===== config.mk =====
export PLATFORM = sky130hd
export DESIGN_NAME = spi_nor_flash_command_sequencer_core
export DESIGN_NICKNAME = d
export VERILOG_FILES = /design/src/rtl/core/snf_pkg.sv /design/src/rtl/core/snf_step.sv /design/src/rtl/core/spi_nor_flash_command_sequencer_core.sv
export SDC_FILE = /design/constraint.sdc
export NUM_CORES = 1
export LEC_CHECK = 0
export ABC_AREA = 1
export BUFFER_PORTS_ARGS = -buffer_cell sky130_fd_sc_hd__buf_2
export CORE_UTILIZATION = 45
export DETAILED_ROUTE_END_ITERATION = 10
export GPL_TIMING_DRIVEN = 1
export MAX_ROUTING_LAYER = met4
export PLACE_DENSITY = 0.67
export SLEW_MARGIN = 25
export SYNTH_ARGS = -nofsm -noshare
export SYNTH_HDL_FRONTEND = slang
export SYNTH_SLANG_ARGS = --single-unit

===== constraint.sdc =====
create_clock -name clock -period 3.1 [get_ports clock]
set_clock_uncertainty 0.1 [all_clocks]
set_input_delay 0.155 -clock clock [delete_from_list [all_inputs] [get_ports clock]]
set_output_delay 0.155 -clock clock [all_outputs]
set_load 0.02 [all_outputs]

===== src/rtl/core/snf_pkg.sv =====
// ----------------------------------------------------------------------------
// SPI NOR flash command sequencer package
// Shared command codes, phase codes, opcode table and the item, result and
// state structures used by the sequencer core and its step logic.
// ----------------------------------------------------------------------------
package snf_pkg;

   // Largest data transfer of one command, in bytes.
   localparam logic [8:0] PAGE_BYTES = 9'd256;

   // Item kinds on the request channel.
   localparam logic OP_START    = 1'b0;
   localparam logic OP_EXCHANGE = 1'b1;

   // Command codes.
   localparam logic [3:0] CMD_WREN         = 4'd0;
   localparam logic [3:0] CMD_ID           = 4'd1;
   localparam logic [3:0] CMD_STATUS       = 4'd2;
   localparam logic [3:0] CMD_WAIT_READY   = 4'd3;
   localparam logic [3:0] CMD_READ         = 4'd4;
   localparam logic [3:0] CMD_PROGRAM      = 4'd5;
   localparam logic [3:0] CMD_SECTOR_ERASE = 4'd6;
   localparam logic [3:0] CMD_BULK_ERASE   = 4'd7;
   localparam logic [3:0] CMD_POWER_DOWN   = 4'd8;
   localparam logic [3:0] CMD_WAKE         = 4'd9;
   localparam logic [3:0] CMD_LAST         = CMD_WAKE;

   // Flash opcodes.
   localparam logic [7:0] OPC_WREN         = 8'h06;
   localparam logic [7:0] OPC_READ_ID      = 8'h9F;
   localparam logic [7:0] OPC_READ_STATUS  = 8'h05;
   localparam logic [7:0] OPC_READ         = 8'h03;
   localparam logic [7:0] OPC_PROGRAM      = 8'h02;
   localparam logic [7:0] OPC_SECTOR_ERASE = 8'hD8;
   localparam logic [7:0] OPC_BULK_ERASE   = 8'hC7;
   localparam logic [7:0] OPC_POWER_DOWN   = 8'hB9;
   localparam logic [7:0] OPC_WAKE         = 8'hAB;
   localparam logic [7:0] DUMMY_BYTE       = 8'h00;

   // Status register write-in-progress bit.
   localparam int unsigned STATUS_WIP_BIT = 0;

   // Number of ID bytes reported after the ID opcode.
   localparam logic [8:0] ID_BYTES = 9'd3;

   // Sequencer phases.
   localparam logic [2:0] PH_IDLE   = 3'd0;
   localparam logic [2:0] PH_OPCODE = 3'd1;
   localparam logic [2:0] PH_ADDR   = 3'd2;
   localparam logic [2:0] PH_DATA   = 3'd3;
   localparam logic [2:0] PH_READ   = 3'd4;

   typedef struct packed {
      logic        op;
      logic [3:0]  command;
      logic [23:0] flash_address;
      logic [8:0]  byte_count;
      logic [7:0]  received_byte;
      logic [7:0]  write_byte;
   } snf_item_type;

   typedef struct packed {
      logic [7:0] send_byte;
      logic       send_valid;
      logic       select_active;
      logic       reselect;
      logic [7:0] read_byte;
      logic       read_valid;
      logic [7:0] last_status;
      logic       done_res;
      logic       misuse;
   } snf_result_type;

   typedef struct packed {
      logic [3:0]  active_command;
      logic [2:0]  phase;
      logic [8:0]  data_counter;
      logic [23:0] held_address;
      logic [8:0]  held_count;
      logic        busy;
      logic [7:0]  status_copy;
   } snf_state_type;

   // Opcode sent first for each command; unknown codes give zero.
   function automatic logic [7:0] opcode_of(input logic [3:0] cmd);
      logic [7:0] opc;
      unique case (cmd)
         CMD_WREN:         opc = OPC_WREN;
         CMD_ID:           opc = OPC_READ_ID;
         CMD_STATUS:       opc = OPC_READ_STATUS;
         CMD_WAIT_READY:   opc = OPC_READ_STATUS;
         CMD_READ:         opc = OPC_READ;
         CMD_PROGRAM:      opc = OPC_PROGRAM;
         CMD_SECTOR_ERASE: opc = OPC_SECTOR_ERASE;
         CMD_BULK_ERASE:   opc = OPC_BULK_ERASE;
         CMD_POWER_DOWN:   opc = OPC_POWER_DOWN;
         CMD_WAKE:         opc = OPC_WAKE;
         default:          opc = DUMMY_BYTE;
      endcase
      return opc;
   endfunction

endpackage


===== src/rtl/core/snf_step.sv =====
// ----------------------------------------------------------------------------
// SPI NOR flash sequencer step logic
// Combinational decision for one item: next sequencer state and the result.
// ----------------------------------------------------------------------------
module snf_step
   import snf_pkg::*;
(
   input  snf_item_type   item,
   input  snf_state_type  cur,
   output snf_state_type  nxt,
   output snf_result_type res
);

   logic [8:0] count_inc;
   logic [7:0] data_out;

   assign count_inc = cur.data_counter + 9'd1;
   assign data_out  = (cur.active_command == CMD_PROGRAM) ? item.write_byte : DUMMY_BYTE;

   always_comb begin
      nxt = cur;
      res = '0;

      if (item.op == OP_START) begin
         if (cur.busy) begin
            res.select_active = 1'b1;
            res.misuse        = 1'b1;
         end else if (item.command <= CMD_LAST) begin
            nxt.active_command = item.command;
            nxt.held_address   = item.flash_address;
            nxt.held_count     = (item.byte_count > PAGE_BYTES) ? PAGE_BYTES : item.byte_count;
            nxt.data_counter   = '0;
            nxt.busy           = 1'b1;
            nxt.phase          = PH_OPCODE;
            res.send_byte      = opcode_of(item.command);
            res.send_valid     = 1'b1;
            res.select_active  = 1'b1;
         end
      end else if (!cur.busy) begin
         res.misuse = 1'b1;
      end else begin
         // Every path below either sends a byte or releases select.
         res.send_valid    = 1'b1;
         res.select_active = 1'b1;
         res.done_res      = 1'b0;
         unique case (cur.phase)
            PH_OPCODE: begin
               unique case (cur.active_command) inside
                  CMD_ID, CMD_STATUS, CMD_WAIT_READY: begin
                     nxt.phase        = PH_READ;
                     nxt.data_counter = '0;
                     res.send_byte    = DUMMY_BYTE;
                  end
                  CMD_READ, CMD_PROGRAM, CMD_SECTOR_ERASE: begin
                     nxt.phase        = PH_ADDR;
                     nxt.data_counter = 9'd1;
                     res.send_byte    = cur.held_address[23:16];
                  end
                  default: begin
                     res.done_res = 1'b1;
                  end
               endcase
            end
            PH_ADDR: begin
               if (cur.data_counter == 9'd1) begin
                  nxt.data_counter = 9'd2;
                  res.send_byte    = cur.held_address[15:8];
               end else if (cur.data_counter == 9'd2) begin
                  nxt.data_counter = 9'd3;
                  res.send_byte    = cur.held_address[7:0];
               end else if (cur.active_command == CMD_SECTOR_ERASE ||
                            cur.held_count == 9'd0) begin
                  res.done_res = 1'b1;
               end else begin
                  nxt.phase        = PH_DATA;
                  nxt.data_counter = '0;
                  res.send_byte    = data_out;
               end
            end
            PH_DATA: begin
               if (cur.active_command == CMD_READ) begin
                  res.read_byte  = item.received_byte;
                  res.read_valid = 1'b1;
               end
               nxt.data_counter = count_inc;
               if (count_inc < cur.held_count) begin
                  res.send_byte = data_out;
               end else begin
                  res.done_res = 1'b1;
               end
            end
            PH_READ: begin
               res.read_byte  = item.received_byte;
               res.read_valid = 1'b1;
               if (cur.active_command == CMD_ID) begin
                  nxt.data_counter = count_inc;
                  if (count_inc < ID_BYTES) begin
                     res.send_byte = DUMMY_BYTE;
                  end else begin
                     res.done_res = 1'b1;
                  end
               end else begin
                  nxt.status_copy = item.received_byte;
                  if (cur.active_command == CMD_WAIT_READY &&
                      item.received_byte[STATUS_WIP_BIT]) begin
                     // Flash still busy: drop select and poll again.
                     nxt.phase        = PH_OPCODE;
                     nxt.data_counter = '0;
                     res.send_byte    = OPC_READ_STATUS;
                     res.reselect     = 1'b1;
                  end else begin
                     res.done_res = 1'b1;
                  end
               end
            end
            default: begin
               res.done_res = 1'b1;
            end
         endcase

         if (res.done_res) begin
            res.send_byte     = DUMMY_BYTE;
            res.send_valid    = 1'b0;
            res.select_active = 1'b0;
            nxt.busy          = 1'b0;
            nxt.phase         = PH_IDLE;
            nxt.data_counter  = '0;
         end
      end

      res.last_status = nxt.status_copy;
   end

endmodule


===== src/rtl/core/spi_nor_flash_command_sequencer_core.sv =====
// ----------------------------------------------------------------------------
// SPI NOR flash command sequencer core
// Each accepted item is held in the input register, then its step result is
// loaded into the result register once that register is free.
// Throughput: one item per cycle while results drain. If a result waits, one
// more item is taken into the input register, then req_ready drops until the
// waiting result leaves.
// Reset: synchronous, active high; the sequencer returns to idle, not busy,
// with zero status copy, and both registers are emptied.
// ----------------------------------------------------------------------------
module spi_nor_flash_command_sequencer_core
   import snf_pkg::*;
(
   input  logic        clock,
   input  logic        reset,

   input  logic        req_valid,
   output logic        req_ready,
   input  logic        req_op,
   input  logic [3:0]  req_command,
   input  logic [23:0] req_flash_address,
   input  logic [8:0]  req_byte_count,
   input  logic [7:0]  req_received_byte,
   input  logic [7:0]  req_write_byte,

   output logic        rsp_valid,
   input  logic        rsp_ready,
   output logic [7:0]  rsp_send_byte,
   output logic        rsp_send_valid,
   output logic        rsp_select_active,
   output logic        rsp_reselect,
   output logic [7:0]  rsp_read_byte,
   output logic        rsp_read_valid,
   output logic [7:0]  rsp_last_status,
   output logic        rsp_done_res,
   output logic        rsp_misuse
);

   // The input register captures each accepted item. The step logic then
   // decides on it using the sequencer state, and once the result register is
   // free the result is written into it, while the state registers advance.
   // Items are processed strictly in order, so each one sees the state that
   // its predecessor left behind.

   logic           s1_valid_ff, s1_valid_in;
   snf_item_type   s1_item_ff;
   logic           rsp_valid_ff, rsp_valid_in;
   snf_result_type rsp_ff;
   snf_state_type  state_ff, state_in;
   snf_result_type step_res;
   snf_item_type   req_item;

   logic req_fire;
   logic step_fire;
   logic out_free;

   assign req_item = '{op:            req_op,
                       command:       req_command,
                       flash_address: req_flash_address,
                       byte_count:    req_byte_count,
                       received_byte: req_received_byte,
                       write_byte:    req_write_byte};

   // The result register is free when empty or when drained this cycle.
   assign out_free  = !rsp_valid_ff || rsp_ready;
   assign step_fire = s1_valid_ff && out_free;
   assign req_ready = !s1_valid_ff || step_fire;
   assign req_fire  = req_valid && req_ready;

   snf_step u_step (
      .item (s1_item_ff),
      .cur  (state_ff),
      .nxt  (state_in),
      .res  (step_res)
   );

   always_comb begin
      if (req_fire) begin
         s1_valid_in = 1'b1;
      end else if (step_fire) begin
         s1_valid_in = 1'b0;
      end else begin
         s1_valid_in = s1_valid_ff;
      end

      if (step_fire) begin
         rsp_valid_in = 1'b1;
      end else if (rsp_ready) begin
         rsp_valid_in = 1'b0;
      end else begin
         rsp_valid_in = rsp_valid_ff;
      end
   end

   always_ff @(posedge clock) begin
      if (reset) begin
         s1_valid_ff  <= 1'b0;
         rsp_valid_ff <= 1'b0;
         state_ff     <= '{active_command: CMD_WREN,
                           phase:          PH_IDLE,
                           data_counter:   '0,
                           held_address:   '0,
                           held_count:     '0,
                           busy:           1'b0,
                           status_copy:    '0};
      end else begin
         s1_valid_ff  <= s1_valid_in;
         rsp_valid_ff <= rsp_valid_in;
         if (step_fire) begin
            state_ff <= state_in;
         end
      end
   end

   // Payload registers carry no reset; their valid flags guard them.
   always_ff @(posedge clock) begin
      if (req_fire) begin
         s1_item_ff <= req_item;
      end
      if (step_fire) begin
         rsp_ff <= step_res;
      end
   end

   assign rsp_valid         = rsp_valid_ff;
   assign rsp_send_byte     = rsp_ff.send_byte;
   assign rsp_send_valid    = rsp_ff.send_valid;
   assign rsp_select_active = rsp_ff.select_active;
   assign rsp_reselect      = rsp_ff.reselect;
   assign rsp_read_byte     = rsp_ff.read_byte;
   assign rsp_read_valid    = rsp_ff.read_valid;
   assign rsp_last_status   = rsp_ff.last_status;
   assign rsp_done_res      = rsp_ff.done_res;
   assign rsp_misuse        = rsp_ff.misuse;

   // A finished command leaves the sequencer free for a new start.
   a_done_frees : assert property (@(posedge clock) disable iff (reset)
      (step_fire && step_res.done_res) |=> !state_ff.busy)
      else $error("sequencer still busy after a completed command");

   // A reselect only happens while polling for ready, back at the opcode.
   a_reselect_poll : assert property (@(posedge clock) disable iff (reset)
      (step_fire && step_res.reselect) |=>
         (state_ff.phase == PH_OPCODE && state_ff.active_command == CMD_WAIT_READY))
      else $error("reselect outside of wait-ready polling");

   // An idle sequencer always sits in the idle phase.
   a_idle_phase : assert property (@(posedge clock) disable iff (reset)
      !state_ff.busy |-> (state_ff.phase == PH_IDLE))
      else $error("phase not idle while sequencer is not busy");

   // A held item with a stalled result register blocks new items.
   a_backpressure : assert property (@(posedge clock) disable iff (reset)
      (s1_valid_ff && rsp_valid_ff && !rsp_ready) |-> !req_ready)
      else $error("item accepted while the input register cannot advance");

endmodule


Word-level counts from Yosys, hierarchy flattened
Memory sizes are Yosys's and may differ from the RTL's. A register that Yosys moved wholly into a read port is not among the register bits.
Cells that the tools add are included.
{"block": "totals", "ff_bits": 144, "n_memories": 1, "latch_bits": 0, "inputBits": 58, "ram_bits": 0, "romBits": 128}
{"memory": "(no name shown)", "depth": 16, "word_bits": 8, "rd": 1, "rd_clocked_by_memory_dff": 1, "write_ports": 0, "line_no": "snf_pkg.sv:87", "source": "unique case (cmd)"}
{"block": "op_classes", "shift": 0, "n_div": 0, "n_addsub": 1, "n_mul": 0, "n_mux": 62, "n_bitwise": 3, "order_cmp": 4, "reduce_logical": 20, "eq_ne": 24}
{"cell": "46-bit two-way mux", "n": 2}
{"cell": "8-bit two-way mux", "n": 9}
{"cell": "9-bit two-way mux", "n": 7}
{"cell": "12-bit two-way mux", "n": 5}
{"cell": "9-bit case mux with 4 select lines", "n": 1}
{"cell": "8-bit case mux with 4 select lines", "n": 1}
{"cell": "10-bit two-way mux", "n": 3}
{"cell": "12-bit case mux with 2 select lines", "n": 1}
{"cell": "1-bit two-way mux", "n": 23}
{"cell": "20-bit two-way mux", "n": 1}
{"cell": "9-bit case mux with 2 select lines", "n": 1}
{"cell": "4-bit != test (second input constant)", "n": 4}
{"cell": "3-bit two-way mux", "n": 5}
{"cell": "4-bit by 3-bit equality test with 1-bit output (second input constant)", "n": 3}
{"cell": "11-bit AND reduction", "n": 1}
{"cell": "9-bit by 1-bit adder with 9-bit output (second input constant)", "n": 1}
{"cell": "9-bit by 1-bit equality test with 1-bit output (second input constant)", "n": 1}
{"cell": "9-bit by 2-bit equality test with 1-bit output (second input constant)", "n": 1}
{"cell": "9-bit greater-than comparator (second input constant)", "n": 1}
{"cell": "9-bit zero test", "n": 1}
{"cell": "9-bit by 2-bit < comparator with 1-bit output (second input constant)", "n": 1}
{"cell": "9-bit < comparator", "n": 1}
{"cell": "3-bit case mux with 3 select lines", "n": 1}
{"cell": "4-bit by 2-bit equality test with 1-bit output (second input constant)", "n": 2}
{"cell": "other kinds (26)", "n": 37}

Longest topological paths before layout
{"block": "logic_depth", "ltp_word": 11, "ltp_mapped": 20, "mapped_depth_nobuf": 20}

Modules after synthesis
From an unflattened synthesis, not the netlist that was laid out.
{"block": "unflattened", "hier_cells": 1028, "hier_area_um2": 7841.3}
{"module": "spi_nor_flash_command_sequencer_core", "instances": 1, "area_per_inst_um2": 5185.0, "cells_per_inst": 476}
{"module": "snf_step", "instances": 1, "area_per_inst_um2": 2656.3, "cells_per_inst": 552}

Worst setup path before layout
No wires, ideal clock.
{"block": "synth_timing", "kind": "reg-to-reg", "start": "register rsp_valid_ff, in the netlist rsp_valid", "end": "register (tool-made name)", "path_buffers": 0, "arrival_time_ps": 3068, "path_stages_with_launch": 11, "synth_period_minus_slack_ps": 3295, "setup_slack_ps": -195, "cell_sequence": "dfxtp_1 nand3_1 nand2_1 inv_1 or2_2 o21ai_0 inv_1 ha_1 nand2_1 nor2_1 or3_1"}
{"item": "start, declared", "line_no": "spi_nor_flash_command_sequencer_core.sv:47", "source": "logic rsp_valid_ff, rsp_valid_in;"}
{"item": "start signal, assigned", "line_no": "spi_nor_flash_command_sequencer_core.sv:108", "source": "rsp_valid_ff <= rsp_valid_in;"}

==> Implementation_results.wiki <==
{| class="wikitable"
! Metric !! Value
|-
| Run status || finished, final reports clean
|-
| Hpwl dp || 10,300 um
|-
| Pre-Repair DR Iteration Count || 5
|-
| First-pass GRT wire length || roughly 25,000 um
|-
| Share of the synthesized area in the top cell type || 38.1%
|-
| Post-synthesis net count || 812
|-
| FF-to-FF Start || state_ff[43]
|-
| Vias in the first global route || 5,288
|-
| Measured slew at the worst slew-check pin || between 0.9 and 1 ns
|-
| Setup repair bufs after CTS || 0
|-
| Count of warnings emitted by yosys || 0
|-
| Gate family responsible for the most delay along the worst path || simple AND/OR/NAND/NOR gates
|-
| Biggest area contributors in the synthesized netlist || edfxtp_1, dfxtp_1, nand2_1, nor2_1, o21ai_0
|-
| Cell with the biggest individual delay on the critical path || dfxtp_1
|-
| Die area || 0.0152 mm^2
|-
| Final hold slack || 0.0550 ns
|-
| Clock sinks || 152
|-
| Crit path max fanout || 8
|-
| Post-route DRC violation count || 0
|-
| Vias after detailed routing || 5,510
|-
| GRT Overall Usage || roughly 23%
|-
| Depth of the most critical reg-to-reg path || 20
|-
| Average cell area after synthesis || 8.96 um^2
|-
| Maximum Capacitance Violations || 0
|-
| Relative slew margins || just under 40%
|-
| Most frequent CP cell || nand2_1
|-
| Kind of start point of the critical path || register
|-
| Worst reg2reg endpoint || rsp_send_byte[6]
|-
| Setup-violating endpoint count in the final report || 0
|-
| WL final || 15,300 um
|-
| RePlAce Congestion || 0.925
|-
| Reg-to-reg setup timing slack || approximately 0.32 ns
|-
| Kind of end point of the critical path || register
|-
| Layout cells sized above 1 || 17.1%
|-
| EDFF count, synth || 84
|-
| Flip-flop and latch count after synthesis || 152
|-
| Post-synthesis cell type with the largest combined area || edfxtp_1
|-
| Final worst slack || about 0.32 ns
|-
| CP max stage delay || 0.43 ns
|-
| Clk_lat worst skew || between 0.4 and 0.5 ns
|-
| Buffers on Ports || 89
|-
| Pin count of the biggest net entering global routing || 55
|-
| Power per cell area || 573 mW/mm^2
|-
| Final worst-path cycle share || a little under 90%
|-
| Final count of pins violating max slew || 0
|-
| Clock slew at reported path FFs || 0.06 ns
|-
| Antenna diode count || 0
|-
| Post-synthesis instance total || 738
|-
| Clk buf depth || 2
|-
| H-tree depth || 4
|-
| Hold Path Sink || s1_valid_ff
|-
| Upper clock frequency limit || 0.360 GHz
|-
| Final critical delay including setup and external delays || 2.78 ns
|-
| FILL cells || 1,204
|-
| Arrival time reported for the critical path endpoint || 2.97 ns
|-
| Worst hold path depth || 3
|-
| HP Start || req_valid
|-
| Total Nets Final || 962
|-
| Part of the Yosys area used for sequential elements || between 50% and 60%
|-
| CP Cell Sequence || ha_1, nand2_2, inv_1, nor2_2, ha_1, a21oi_1, nand3_1, nand2_1, inv_1, nand2_1, nand2_1, nand3_1, nand3_1, nand2_2, nand2_2, inv_2, nand2_4, nor2_8, nand2_1, nand2_1
|-
| Initial Util || 46.9%
|-
| Setup Crit Path Kind || register to register
|-
| Post-synthesis to final-layout area growth || 27.5%
|-
| Drt first-iter violations || 411
|-
| Inserted Clock Buffers || 17
|-
| Count of standard-cell rows || 43
|-
| Post-place setup slack || 0.266 ns
|-
| CTS tree || done
|-
| Final cell count without fillers || between 1,000 and 1,500
|-
| Syn Std Cell Area || about 0.0066 mm^2
|-
| Number of placed instances, taps included || 994
|-
| Leftover overflow at the end of global routing || 0
|-
| Placeable core area || 0.0141 mm^2
|-
| Initial antenna violation count || 0
|-
| RSZ-0062 raised after global routing || no
|-
| Count of boundary I/O pins || 90
|-
| WL/cell || approximately 14 um
|-
| Chip height || between 100 and 150 um
|-
| Hold crit path type || primary input to register
|-
| Static leakage power || 0.00361 uW
|-
| Crit path required time || 3.29 ns
|-
| Summed negative setup slack over all endpoints || 0 ns
|-
| Root buffer cell || clkbuf_16
|-
| Primary FF master, synth || edfxtp_1
|-
| Vias per std cell || just over 5
|-
| Number of failing hold endpoints at the final stage || 0
|-
| Yosys cell types || 33
|-
| Die Span X || 123 um
|-
| Number of nets still failing antenna checks after routing || 0
|-
| Maximum vdd drop || ~430 uV
|-
| Buf+Inv Stages, Crit Path || 3
|-
| Post-synthesis async set-or-reset flop share || 0%
|}
power breakdown:
| group | switching [uW] | internal, uW | leakage (uW) |
|---|---|---|---|
| clock network | 797 | 1270 | 0.000285 |
| logic | 289 | 175 | 0.00196 |
| registers | 56.3 | 2250 | 0.00136 |
| total | 1140 | 3690 | 0.00361 |
worst min-delay path: stages:
cell and delay, ns:
buf_2 0.09, nand2_2 0.14, a21oi_1 0.15
state kept, by name, indices dropped and copies added, names as in the netlist, named ones only:
signal	count
rsp_send_valid	1
rsp_send_byte	8
rsp_last_status	8
rsp_read_byte	8
rsp_reselect	1
s1_item_ff	54
rsp_done_res	1
rsp_read_valid	1
rsp_valid	1
state_ff	58
rsp_select_active	1
s1_valid_ff	1
rsp_misuse	1
cells in the final DEF (no fill, tap or decap), types with 37 or more instances in the layout:
master | Yosys | final
nand3_1 | 64 | 63
nand2_1 | 132 | 130
a21oi_1 | 37 | 37
buf_2 | 2 | 89
dfxtp_1 | 68 | 67
o21ai_0 | 74 | 74
edfxtp_1 | 84 | 84
dlygate4sd3_1 | 0 | 55
nor2_1 | 118 | 117
inv_1 | 82 | 80
per-layer routing:
layer | wire length (um) | vias up | track usage [%] | share of wire (%)
li1 | - | 2759 | - | -
met4 | 263 | 0 | 7.91 | 1.7
met2 | 7720 | 169 | 38.1 | 50
met5 | 0 | - | - | 0
met1 | 6550 | 2558 | 26.2 | 43
met3 | 771 | 24 | 5.40 | 5.0
cells in the mapped netlist (2+ instances only):
cell type  number
nor2_1        118
nand2_2         5
a31oi_1         6
clkbuf_1       16
dfxtp_1        68
a21oi_1        37
nand3_2         2
inv_2           3
nand2_1       132
nand3_1        64
ha_1           16
nand4_1         5
o21ai_0        74
inv_1          82
nor2_2          4
buf_2           2
o21ai_1         2
nor4_1          2
edfxtp_1       84
nor2_4          3
worst max-delay path by stage:
stage / startpoint / to / slack [ns] / depth (start not counted)
2_1_floorplan: rsp_valid / register / 0.09 / 10
3_3_place_gp: state_ff[42] / rsp_send_byte[5] / 0.40 / 20
3_5_place_dp: state_ff[42] / rsp_send_byte[6] / 0.27 / 20
4_1_cts: state_ff[42] / rsp_send_byte[6] / 0.24 / 20
5_1_grt: state_ff[43] / rsp_send_byte[3] / 0.003 / 20
6_report: state_ff[43] / rsp_send_byte[6] / 0.32 / 20
cell type report:
class                      count  area [um^2]  area share, %
clock buffer                  22          484           5.74
tap                          180          225           2.67
inverter                      85          323           3.83
sequential                   152         3880           46.1
timing repair buffer         149         1030           12.3
multi-input combinational    483         2360           28.0
clock inverter                10          118           1.39
metrics by stage:
stage	area [um^2]	utilization, %	total power [uW]
final	8430	59.8	4830
after global routing	8430	59.8	5030
after CTS	8430	59.8	4860
after detailed placement	7280	51.6	2750
after global placement	7280	51.6	2730
after floorplan	6640	-	2610
cells by family (layout without fill, tap and decap cells):
| family | Yosys count | in the layout | share of synthesized area [%] |
|---|---|---|---|
| simple gates | 342 | 342 | 22.4 |
| buf+inv | 103 | 266 | 5.88 |
| fa+ha+maj | 16 | 16 | 3.03 |
| flops | 152 | 152 | 58.7 |
| compound gates | 125 | 125 | 9.95 |
timing repair:
item                                   in CTS  in global routing
hold buffers                               55                  0
setup endpoints to repair                   0                 18
gates resized for setup                     0                  2
endpoints found under the hold margin      56                  0
Note: power is estimated with default switching activity, not from simulation.
